==> src/hdl/assert_macros.svh <==
// ----------------------------------------------------------------------------
// assertion macros shared by the rtl
// ----------------------------------------------------------------------------
`ifndef ASSERT_MACROS_SVH
`define ASSERT_MACROS_SVH

// same-cycle implication
`define ASSERT_SAME(label, ante, cons, msg) \
    label: assert property (@(posedge aclk) disable iff (!aresetn) (ante) |-> (cons)) \
        else $error(msg);

// next-cycle implication
`define ASSERT_NEXT(label, ante, cons, msg) \
    label: assert property (@(posedge aclk) disable iff (!aresetn) (ante) |=> (cons)) \
        else $error(msg);

`endif

==> src/hdl/scp_pkg.sv <==
// ----------------------------------------------------------------------------
// scp_pkg
// types, constants and helpers for the speed command line parser
// ----------------------------------------------------------------------------
package scp_pkg;

    localparam int BUFFER_BYTES_DEF = 64;

    localparam logic [7:0] CHAR_LF    = 8'h0A;
    localparam logic [7:0] CHAR_CR    = 8'h0D;
    localparam logic [7:0] CHAR_NUL   = 8'h00;
    localparam logic [7:0] CHAR_SPACE = 8'h20;
    localparam logic [7:0] CHAR_TAB   = 8'h09;
    localparam logic [7:0] CHAR_VT    = 8'h0B;
    localparam logic [7:0] CHAR_FF    = 8'h0C;
    localparam logic [7:0] CHAR_PLUS  = 8'h2B;
    localparam logic [7:0] CHAR_MINUS = 8'h2D;
    localparam logic [7:0] CHAR_ZERO  = 8'h30;
    localparam logic [7:0] CHAR_NINE  = 8'h39;
    localparam logic [7:0] CHAR_X     = 8'h78;
    localparam logic [7:0] CHAR_Y     = 8'h79;
    localparam logic [7:0] CHAR_O     = 8'h6F;

    // "_speed:" shared by all three literals
    localparam logic [7:0] LIT_TAIL [7] = '{8'h5F, 8'h73, 8'h70, 8'h65, 8'h65, 8'h64, 8'h3A};

    localparam logic [31:0] MAG_CAP = 32'h8000_0000;
    localparam logic [31:0] POS_MAX = 32'h7FFF_FFFF;

    typedef enum logic [2:0] {
        ST_LIT_X = 3'd0,
        ST_NUM_X = 3'd1,
        ST_LIT_Y = 3'd2,
        ST_NUM_Y = 3'd3,
        ST_LIT_O = 3'd4,
        ST_NUM_O = 3'd5,
        ST_DONE  = 3'd6
    } stage_t;

    typedef enum logic [1:0] {
        PH_SKIP   = 2'd0,
        PH_SIGN   = 2'd1,
        PH_DIGITS = 2'd2
    } phase_t;

    typedef struct packed {
        logic signed [31:0] x_value;
        logic signed [31:0] y_value;
        logic signed [31:0] rot_value;
    } result_t;

    function automatic logic is_ws(input logic [7:0] c);
        return (c == CHAR_SPACE) || (c == CHAR_TAB) || (c == CHAR_VT) || (c == CHAR_FF);
    endfunction

    function automatic logic is_digit(input logic [7:0] c);
        return (c >= CHAR_ZERO) && (c <= CHAR_NINE);
    endfunction

    function automatic logic [7:0] lit_char(input stage_t s, input logic [2:0] pos);
        logic [7:0] head;
        head = (s == ST_LIT_X) ? CHAR_X : ((s == ST_LIT_Y) ? CHAR_Y : CHAR_O);
        return (pos == 3'd0) ? head : LIT_TAIL[3'(pos - 3'd1)];
    endfunction

    function automatic logic [31:0] number_value(input logic neg, input logic [31:0] mag);
        if (neg) begin
            return 32'(32'd0 - mag);
        end
        return mag[31] ? POS_MAX : mag;
    endfunction

endpackage

==> src/hdl/speed_command_line_parser_top.sv <==
// ----------------------------------------------------------------------------
// speed_command_line_parser_top
// parses "x_speed:N y_speed:N o_speed:N" text lines from received bytes
//
//   channel  | ports                                   | item
//   ---------+-----------------------------------------+---------------------
//   input    | s_valid s_ready s_rx_byte               | one received byte
//   result   | m_valid m_ready m_x/y/rot_value         | one matched line
//
// one byte accepted per cycle while a held result does not stall it; m_valid
// rises once the line-ending byte has passed the input register, then the result register
// the parser update (times-ten add and literal compare) sits between the two
// synchronous active-low reset; no clearing pass, ready the cycle after reset
// a stalled result holds the input register only when it has a byte waiting
// ----------------------------------------------------------------------------
`include "assert_macros.svh"

module speed_command_line_parser_top #(
    parameter int BUFFER_BYTES = scp_pkg::BUFFER_BYTES_DEF
) (
    input  logic               aclk,
    input  logic               aresetn,
    input  logic               s_valid,
    output logic               s_ready,
    input  logic [7:0]         s_rx_byte,
    output logic               m_valid,
    input  logic               m_ready,
    output logic signed [31:0] m_x_value,
    output logic signed [31:0] m_y_value,
    output logic signed [31:0] m_rot_value
);

    logic             in_valid_reg, in_valid_next;
    logic [7:0]       in_byte_reg, in_byte_next;
    logic             out_free;
    logic             step;
    logic             res_valid;
    logic             out_load;
    scp_pkg::result_t res_data;
    scp_pkg::result_t out_data;

    assign step     = in_valid_reg && out_free;
    assign s_ready  = !in_valid_reg || out_free;
    assign out_load = step && res_valid;

    always_comb begin
        in_valid_next = in_valid_reg;
        in_byte_next  = in_byte_reg;
        if (step) begin
            in_valid_next = 1'b0;
        end
        if (s_valid && s_ready) begin
            in_valid_next = 1'b1;
            in_byte_next  = s_rx_byte;
        end
    end

    always_ff @(posedge aclk) begin
        if (!aresetn) begin
            in_valid_reg <= 1'b0;
        end else begin
            in_valid_reg <= in_valid_next;
        end
    end

    always_ff @(posedge aclk) begin
        in_byte_reg <= in_byte_next;
    end

    scp_parser #(
        .BUFFER_BYTES (BUFFER_BYTES)
    ) u_parser (
        .aclk      (aclk),
        .aresetn   (aresetn),
        .step_en   (step),
        .rx_byte   (in_byte_reg),
        .res_valid (res_valid),
        .res_data  (res_data)
    );

    scp_out_buf u_out_buf (
        .aclk      (aclk),
        .aresetn   (aresetn),
        .load      (out_load),
        .load_data (res_data),
        .m_ready   (m_ready),
        .m_valid   (m_valid),
        .m_data    (out_data),
        .free      (out_free)
    );

    assign m_x_value   = out_data.x_value;
    assign m_y_value   = out_data.y_value;
    assign m_rot_value = out_data.rot_value;

    `ASSERT_SAME(a_load_into_free, out_load, out_free, "result loaded over a held result")
    `ASSERT_SAME(a_result_on_eol, res_valid,
        step && (in_byte_reg == scp_pkg::CHAR_LF || in_byte_reg == scp_pkg::CHAR_CR),
        "result raised without a line end")
    `ASSERT_NEXT(a_held_byte_kept, in_valid_reg && !step,
        in_valid_reg && $stable(in_byte_reg), "waiting item lost or changed")

endmodule

==> src/hdl/scp_parser.sv <==
// ----------------------------------------------------------------------------
// scp_parser
// line parser state and the per-byte update, one byte per enabled cycle
// ----------------------------------------------------------------------------
module scp_parser #(
    parameter int BUFFER_BYTES = scp_pkg::BUFFER_BYTES_DEF
) (
    input  logic              aclk,
    input  logic              aresetn,
    input  logic              step_en,
    input  logic [7:0]        rx_byte,
    output logic              res_valid,
    output scp_pkg::result_t  res_data
);

    localparam int CHARS_W = $clog2(BUFFER_BYTES);
    localparam logic [CHARS_W-1:0] CHARS_MAX = CHARS_W'(BUFFER_BYTES - 1);

    scp_pkg::stage_t    stage_reg, stage_next;
    logic [2:0]         lit_pos_reg, lit_pos_next;
    scp_pkg::phase_t    phase_reg, phase_next;
    logic               neg_reg, neg_next;
    logic [31:0]        accum_reg, accum_next;
    logic [31:0]        first_reg, first_next;
    logic [31:0]        second_reg, second_next;
    logic               failed_reg, failed_next;
    logic [CHARS_W-1:0] chars_reg, chars_next;
    logic               cut_reg, cut_next;

    logic        eol;
    logic        ws;
    logic        digit;
    logic [35:0] acc_sum;
    logic [31:0] acc_sat;
    logic [31:0] cur_value;
    logic [7:0]  next_lit_head;

    assign eol     = (rx_byte == scp_pkg::CHAR_LF) || (rx_byte == scp_pkg::CHAR_CR);
    assign ws      = scp_pkg::is_ws(rx_byte);
    assign digit   = scp_pkg::is_digit(rx_byte);
    // times ten as two shifts plus the new digit
    assign acc_sum = {1'b0, accum_reg, 3'b000} + {3'b000, accum_reg, 1'b0}
                   + {32'd0, 4'(rx_byte - scp_pkg::CHAR_ZERO)};
    assign acc_sat = (acc_sum > {4'd0, scp_pkg::MAG_CAP}) ? scp_pkg::MAG_CAP : acc_sum[31:0];
    assign cur_value     = scp_pkg::number_value(neg_reg, accum_reg);
    assign next_lit_head = (stage_reg == scp_pkg::ST_NUM_X) ? scp_pkg::CHAR_Y : scp_pkg::CHAR_O;

    // next state
    always_comb begin
        stage_next   = stage_reg;
        lit_pos_next = lit_pos_reg;
        phase_next   = phase_reg;
        neg_next     = neg_reg;
        accum_next   = accum_reg;
        first_next   = first_reg;
        second_next  = second_reg;
        failed_next  = failed_reg;
        chars_next   = chars_reg;
        cut_next     = cut_reg;
        if (step_en) begin
            if (eol) begin
                if (chars_reg != '0) begin
                    stage_next   = scp_pkg::ST_LIT_X;
                    lit_pos_next = 3'd0;
                    phase_next   = scp_pkg::PH_SKIP;
                    neg_next     = 1'b0;
                    accum_next   = 32'd0;
                    first_next   = 32'd0;
                    second_next  = 32'd0;
                    failed_next  = 1'b0;
                    chars_next   = '0;
                    cut_next     = 1'b0;
                end
            end else if (chars_reg < CHARS_MAX) begin
                chars_next = chars_reg + 1'b1;
                if (!cut_reg && !failed_reg) begin
                    if (rx_byte == scp_pkg::CHAR_NUL) begin
                        cut_next = 1'b1;
                    end else begin
                        case (stage_reg)
                            scp_pkg::ST_LIT_X, scp_pkg::ST_LIT_Y, scp_pkg::ST_LIT_O: begin
                                if (stage_reg != scp_pkg::ST_LIT_X && lit_pos_reg == 3'd0
                                        && ws) begin
                                    stage_next = stage_reg;
                                end else if (rx_byte == scp_pkg::lit_char(stage_reg,
                                                                         lit_pos_reg)) begin
                                    lit_pos_next = lit_pos_reg + 3'd1;
                                    if (lit_pos_reg == 3'd7) begin
                                        stage_next = scp_pkg::stage_t'(stage_reg + 3'd1);
                                        phase_next = scp_pkg::PH_SKIP;
                                        neg_next   = 1'b0;
                                        accum_next = 32'd0;
                                    end
                                end else begin
                                    failed_next = 1'b1;
                                end
                            end
                            scp_pkg::ST_NUM_X, scp_pkg::ST_NUM_Y, scp_pkg::ST_NUM_O: begin
                                case (phase_reg)
                                    scp_pkg::PH_SKIP: begin
                                        if (ws) begin
                                            phase_next = scp_pkg::PH_SKIP;
                                        end else if (rx_byte == scp_pkg::CHAR_PLUS
                                                || rx_byte == scp_pkg::CHAR_MINUS) begin
                                            neg_next   = (rx_byte == scp_pkg::CHAR_MINUS);
                                            phase_next = scp_pkg::PH_SIGN;
                                        end else if (digit) begin
                                            accum_next = acc_sat;
                                            phase_next = scp_pkg::PH_DIGITS;
                                        end else begin
                                            failed_next = 1'b1;
                                        end
                                    end
                                    scp_pkg::PH_SIGN: begin
                                        if (digit) begin
                                            accum_next = acc_sat;
                                            phase_next = scp_pkg::PH_DIGITS;
                                        end else begin
                                            failed_next = 1'b1;
                                        end
                                    end
                                    default: begin
                                        if (digit) begin
                                            accum_next = acc_sat;
                                        end else if (stage_reg == scp_pkg::ST_NUM_O) begin
                                            stage_next = scp_pkg::ST_DONE;
                                        end else begin
                                            if (stage_reg == scp_pkg::ST_NUM_X) begin
                                                first_next = cur_value;
                                            end else begin
                                                second_next = cur_value;
                                            end
                                            stage_next   = scp_pkg::stage_t'(stage_reg + 3'd1);
                                            lit_pos_next = 3'd0;
                                            // a non-blank ending byte starts the next literal
                                            if (!ws) begin
                                                if (rx_byte == next_lit_head) begin
                                                    lit_pos_next = 3'd1;
                                                end else begin
                                                    failed_next = 1'b1;
                                                end
                                            end
                                        end
                                    end
                                endcase
                            end
                            default: begin
                                stage_next = stage_reg;
                            end
                        endcase
                    end
                end
            end
        end
    end

    // result of a completed line
    always_comb begin
        res_valid = step_en && eol && (chars_reg != '0) && !failed_reg
                 && ((stage_reg == scp_pkg::ST_DONE)
                  || (stage_reg == scp_pkg::ST_NUM_O && phase_reg == scp_pkg::PH_DIGITS));
        res_data.x_value   = first_reg;
        res_data.y_value   = second_reg;
        res_data.rot_value = cur_value;
    end

    always_ff @(posedge aclk) begin
        if (!aresetn) begin
            stage_reg   <= scp_pkg::ST_LIT_X;
            lit_pos_reg <= 3'd0;
            phase_reg   <= scp_pkg::PH_SKIP;
            neg_reg     <= 1'b0;
            accum_reg   <= 32'd0;
            first_reg   <= 32'd0;
            second_reg  <= 32'd0;
            failed_reg  <= 1'b0;
            chars_reg   <= '0;
            cut_reg     <= 1'b0;
        end else begin
            stage_reg   <= stage_next;
            lit_pos_reg <= lit_pos_next;
            phase_reg   <= phase_next;
            neg_reg     <= neg_next;
            accum_reg   <= accum_next;
            first_reg   <= first_next;
            second_reg  <= second_next;
            failed_reg  <= failed_next;
            chars_reg   <= chars_next;
            cut_reg     <= cut_next;
        end
    end

endmodule

==> src/hdl/scp_out_buf.sv <==
// ----------------------------------------------------------------------------
// scp_out_buf
// result register holding one parsed line until the sink takes it
// ----------------------------------------------------------------------------
module scp_out_buf (
    input  logic              aclk,
    input  logic              aresetn,
    input  logic              load,
    input  scp_pkg::result_t  load_data,
    input  logic              m_ready,
    output logic              m_valid,
    output scp_pkg::result_t  m_data,
    output logic              free
);

    logic             valid_reg, valid_next;
    scp_pkg::result_t data_reg, data_next;

    assign free = !valid_reg || m_ready;

    always_comb begin
        valid_next = valid_reg;
        data_next  = data_reg;
        if (m_ready) begin
            valid_next = 1'b0;
        end
        if (load) begin
            valid_next = 1'b1;
            data_next  = load_data;
        end
    end

    always_ff @(posedge aclk) begin
        if (!aresetn) begin
            valid_reg <= 1'b0;
        end else begin
            valid_reg <= valid_next;
        end
    end

    always_ff @(posedge aclk) begin
        data_reg <= data_next;
    end

    assign m_valid = valid_reg;
    assign m_data  = data_reg;

endmodule

==> config.mk <==
export PLATFORM = sky130hd
export DESIGN_NAME = speed_command_line_parser_top
export DESIGN_NICKNAME = d
export VERILOG_FILES = /design/src/hdl/scp_pkg.sv /design/src/hdl/speed_command_line_parser_top.sv /design/src/hdl/scp_parser.sv /design/src/hdl/scp_out_buf.sv
export VERILOG_INCLUDE_DIRS = /design/src /design/src/hdl
export SDC_FILE = /design/constraint.sdc
export NUM_CORES = 1
export LEC_CHECK = 0
export BUFFER_PORTS_ARGS = -buffer_cell sky130_fd_sc_hd__buf_2
export CORE_ASPECT_RATIO = 1.75
export CORE_MARGIN = 5
export CORE_UTILIZATION = 54
export CTS_BUF_LIST = sky130_fd_sc_hd__clkbuf_8 sky130_fd_sc_hd__clkbuf_16
export DETAILED_ROUTE_END_ITERATION = 10
export PLACE_DENSITY = 0.77
export REMOVE_ABC_BUFFERS = 1
export SLEW_MARGIN = 10
export SYNTH_ARGS = -nofsm -noshare
export SYNTH_HDL_FRONTEND = slang
export SYNTH_SLANG_ARGS = --single-unit
==> constraint.sdc <==
create_clock -name aclk -period 14.41 [get_ports aclk]
set_input_delay 2.882 -clock aclk [delete_from_list [all_inputs] [get_ports aclk]]
set_output_delay 2.882 -clock aclk [all_outputs]
set_load 0.005 [all_outputs]
* Word-level counts from Yosys, hierarchy flattened
Memory sizes are Yosys's and may differ from the RTL's.
Index checks and enable logic that the tools add are counted.
** Storage, ports and cells
- Bits in registers :: 219
- ROM bits :: 64
- Output and inout bits :: 98
- Memories :: 1
** Memories
- (no name shown) :: words 8, width 8, rd ports 1, clocked after Yosys merged registers in 0, write ports 0, line scp_pkg.sv:63 : return (pos == 3'd0) ? head : LIT_TAIL[3'(pos - 3'd1)];
** Cells by class
- Add/subtract/negate cells :: 8
- Order comparisons :: 5
- Equality and inequality tests :: 42
- Multiplexer cells :: 117
- Bitwise logic cells :: 1
- Reductions and logical operators :: 51
** Operators with widths (count)
- 2-to-1 mux 32 bit :: 33
- one-hot mux 32 bit (2 select lines) :: 1
- 2-to-1 mux 3 bit :: 21
- equality test 8 x 4 -> 1 bit (second input constant) :: 5
- adder 35 x 33 -> 36 bit :: 1
- adder 36 x 4 -> 36 bit :: 1
- greater-than comparator 36 x 32 -> 1 bit (second input constant) :: 1
- 2-to-1 mux 1 bit :: 34
- AND reduction 11 bit :: 3
- 2-to-1 mux 8 bit :: 4
- subtractor 1 x 32 -> 32 bit (first input constant) :: 1
- 2-to-1 mux 31 bit :: 1
- AND reduction 10 bit :: 3
- equality test 8 x 6 -> 1 bit (second input constant) :: 3
- 2-to-1 mux 2 bit :: 11
- 2-to-1 mux 6 bit :: 3
- != test 3 x 2 -> 1 bit (second input constant) :: 6
- != test 5 x 4 -> 1 bit (second input constant) :: 3
- AND reduction 14 bit :: 1
- nonzero test 2 bit :: 7
- equality test 3 bit (second input constant) :: 4
- logical AND 1 bit :: 12
- != test 3 x 1 -> 1 bit (second input constant) :: 4
- != test 4 x 3 -> 1 bit (second input constant) :: 3
- 34 further kinds :: 58

* Logic depth before layout (Yosys ltp)
- Depth in word-level cells :: 14
- Mapped depth :: 14
- Mapped depth without buffers :: 13

* Modules after synthesis
From an unflattened synthesis, not the netlist that was laid out.
** Second synthesis, totals
- Cell total of the unflattened synthesis :: 1171
- Area, all modules :: 11503.5 µm²
** Modules (own cells, without submodules)
- scp_parser :: times used 1, cells an instance 1056, area each 8259.2 µm²
- scp_out_buf :: times used 1, cells an instance 100, area each 2931.6 µm²
- speed_command_line_parser_top :: times used 1, cells an instance 15, area each 312.8 µm²

* Worst setup path after synthesis
No wires, ideal clock.
- Path type :: input -> register
- Start point :: in m_ready
- End point :: reg u_out_buf.data_reg, in the netlist u_out_buf.m_data[0] (enable)
- Library setup time :: 824 ps
- Data arrival time :: 13123 ps
- Data required time :: 13586 ps
- Path slack :: 463 ps
- Stages on the path :: 4
- Buffers on the path :: 0
- Cell sequence :: nor2b_1 nand2b_1 nor2_1 nor4b_1
** On the way
- Longest elaborated chain between the ends :: 7
** RTL lines
- start, declared :: line speed_command_line_parser_top.sv:27 : input logic m_ready,
- logical OR 1 bit (*) :: line scp_out_buf.sv:19 : assign free = !valid_reg || m_ready;
- logical AND 1 bit (*) :: line speed_command_line_parser_top.sv:42 : assign step = in_valid_reg && out_free;
- logical AND 1 bit (3 in series) :: line scp_parser.sv:159 : res_valid = step_en && eol && (chars_reg != '0) && !failed_reg
- logical AND 1 bit :: line scp_parser.sv:160 : && ((stage_reg == scp_pkg::ST_DONE)
- logical AND 1 bit (*) :: line speed_command_line_parser_top.sv:44 : assign out_load = step && res_valid;
- net out_load :: line speed_command_line_parser_top.sv:38 : logic out_load;
- end signal, assigned :: line scp_out_buf.sv:42 : data_reg <= data_next;
- end, declared :: line scp_out_buf.sv:17 : scp_pkg::result_t data_reg, data_next;
Mark *: on every way through the listed nets, which the timed path passes. The rest lies on a longest branch.
A chain may end at the register's enable or synchronous reset.

* Final worst setup path
- Start point :: in m_ready
- End point :: out s_ready
** On the way
- Longest elaborated chain between the ends :: 2
** RTL lines
- logical OR 1 bit :: line scp_out_buf.sv:19
- logical OR 1 bit :: line speed_command_line_parser_top.sv:43 : assign s_ready = !in_valid_reg || out_free;
- end, declared :: line speed_command_line_parser_top.sv:24 : output logic s_ready,
No other way between the ends.

==> flow_summary.ini <==
[route]
vias = 9043
routed_wl_um = 26600
drc_errors = 0
firstDrtPassIters = 5
drt_iter0_markers = 728
wire_per_inst_um = 17.3
postRouteAntennaNets = 0
vias_per_cell = 5.86

[hold_path]
hp-class = flip-flop to flip-flop
hold_depth = 0

[clock_network]
cts_setup_buffers = 0
cts-root-buf = clkbuf_16
cts_hold_buf = 0
cts.sinks = 219
htree_levels = 1
clk_pin_slew_ns = 0.07
numCtsBuffers = 20
clock_latency_ns = 0.50
clockBufferDepth = 3
cts_tree = done
cts-resized-gates = 0

[timing]
setup_violations = 0
whs_ns = 0.428
drv_slew = 0
period_share_pct = 43.5
fin_skew_ns = 0.0153
fin_tns_setup_ns = 0
worst_slew_pin_slew_ns = 1.04
rsz0062_at_grt = false
final.min_clock_period_ns = 6.28
slew_headroom_pct = 31.0
fmax_mhz = 159
hold_viol = 0

[power]
leakage_nw = 5.16
peakVddDrop_v = 0.000103
powerDensity_nw_per_um2 = 97.3

[floorplanning]
die_h_um = 202
initial_utilization_pct = 54.5
die_x_um = 120
dieArea_um2 = 24100
rows = 70
ioPinCount = 110
core_region_area_um2 = 20800

[critical_path]
path_buf_inv = 2
crit_type = input port to output port
cp.arrival_ns = 3.39
cpMaxStageDelayCell = nor2b_1
worstPathMaxFanout = 4
r2r_cells = 14
crit_required_ns = 11.53
crit_chain = buf_2, nor2b_1, nand2_1, buf_2
critPathLaunchType = input port
cpPeakStageDelay_ns = 0.20
path_depth = 4
path_common_cell = buf_2
endpoint_kind = output port
cp_top_family = simple AND/OR/NAND/NOR gates

[yosys]
ys_seq_area_share_pct = 47.8
syn_area_um2 = 11400
ys.flop_type = dfxtp_1
synth_top_cell_by_area = edfxtp_1
yosysMostFrequentCell = nand2_1
postSynth.asyncResetShare_pct = 0
ys.warnings.count = 0
ys_ff_latch = 219
synth.top_cell.area_share_pct = 27.5
synth.distinct_cells = 71
synth_cells = 1194
avgSynthCellArea_um2 = 9.51
synth_common_cells = 189 x nand2_1, 137 x a21oi_1, 115 x dfxtp_1
yosys-top-cells-area = edfxtp_1 28%, dfxtp_1 20%, ha_1 8.7%, nand2_1 6.3%, a21oi_1 6.0%
synth_edf_count = 104

[grt]
grt_pass1_wl_um = 43500
grt_max_degree = 85
met1_usage_pct = 24.3
grt_usage_pct = 21.8
antenna_found_initial = 0
use_met3_pct = 1.96
grt_pass1_vias = 8786
top_usage_layer = met2
grt_use_met2_pct = 41.6
grt-ovfl-total = 0

[cells_and_area]
num_antenna_cells = 0
layout.nets = 1369
synthToLayoutAreaGrowth_pct = 12.6
largest_register_ffs = 96
drive_gt1_share_pct = 13.6
fin_cells = 1542

[placed_design]
dp_cells = 1506
dp_hpwl_um = 19500
io_buffer_count = 109
gp_congestion = 0.925

[outcome]
status = completed

[job]
maxCapViolCount = 0
[power by group]
part | internal (mW) | switching (mW) | total, mW | leakage, nW
Clock | 0.339 | 0.231 | 0.571 | 0.355
Combinational | 0.00669 | 0.0131 | 0.0198 | 2.91
Sequential | 0.648 | 0.00438 | 0.653 | 1.89
[area by class of cell]
class                           count  area [um^2]
Multi-Input combinational cell    881         5570
Clock inverter                     15          189
Tap cell                          252          315
Sequential cell                   219         5430
Timing Repair Buffer              120          628
Clock buffer                       21          526
Fill cell                        1771         8070
Inverter                           34          128
[worst paths after layout]
path / start / end / slack [ns]
hold / removal: u_parser.second_reg[17] / u_out_buf.m_data[49] / 0.43
setup reg to reg: u_parser.accum_reg[2] / u_parser.accum_reg[21] / 9.70
setup / recovery: m_ready / s_ready / 8.13
hold reg to reg: u_parser.second_reg[17] / u_out_buf.m_data[49] / 0.43
[cell families after synthesis]
group           share of synthesized area (%)
xor+xnor                                 4.17
flops                                    47.8
fa+ha+maj                                9.06
buf+inv                                  3.34
simple gates                             17.6
compound gates                           17.6
mux                                     0.452
[cell usage in the layout (no fill, tap or decap), drive strengths merged, types with 16 or more instances in the layout]
cell type,Yosys,final
o21ai,44,44
nor2,89,89
buf,11,120
nor3,26,26
edfxtp,104,104
xnor2,30,30
inv,34,38
a31oi,16,16
a21oi,137,137
ha,79,79
nand3,22,22
clkbuf,49,21
xor2,24,24
dfxtp,115,115
a32o,24,24
and2,25,25
nand2,190,190
[metal layers]
| metal | wire length (um) | vias up |
|---|---|---|
| met4 | 1040 | 0 |
| met1 | 10200 | 4232 |
| met5 | 0 | - |
| met3 | 1040 | 67 |
| met2 | 14400 | 248 |
| li1 | - | 4496 |
[metrics by stage]
step	setup slack (ns)	util [%]	cell area (um^2)	total power, mW
5_1_grt	8.08	61.3	12800	1.28
2_1_floorplan	0.454	-	11100	0.679
3_3_place_gp	8.14	57.9	12100	0.686
6_report	8.13	61.3	12800	1.24
4_1_cts	8.13	61.3	12800	1.25
3_5_place_dp	8.13	57.9	12100	0.686
No activity file was read; power rests on OpenSTA's default activity.
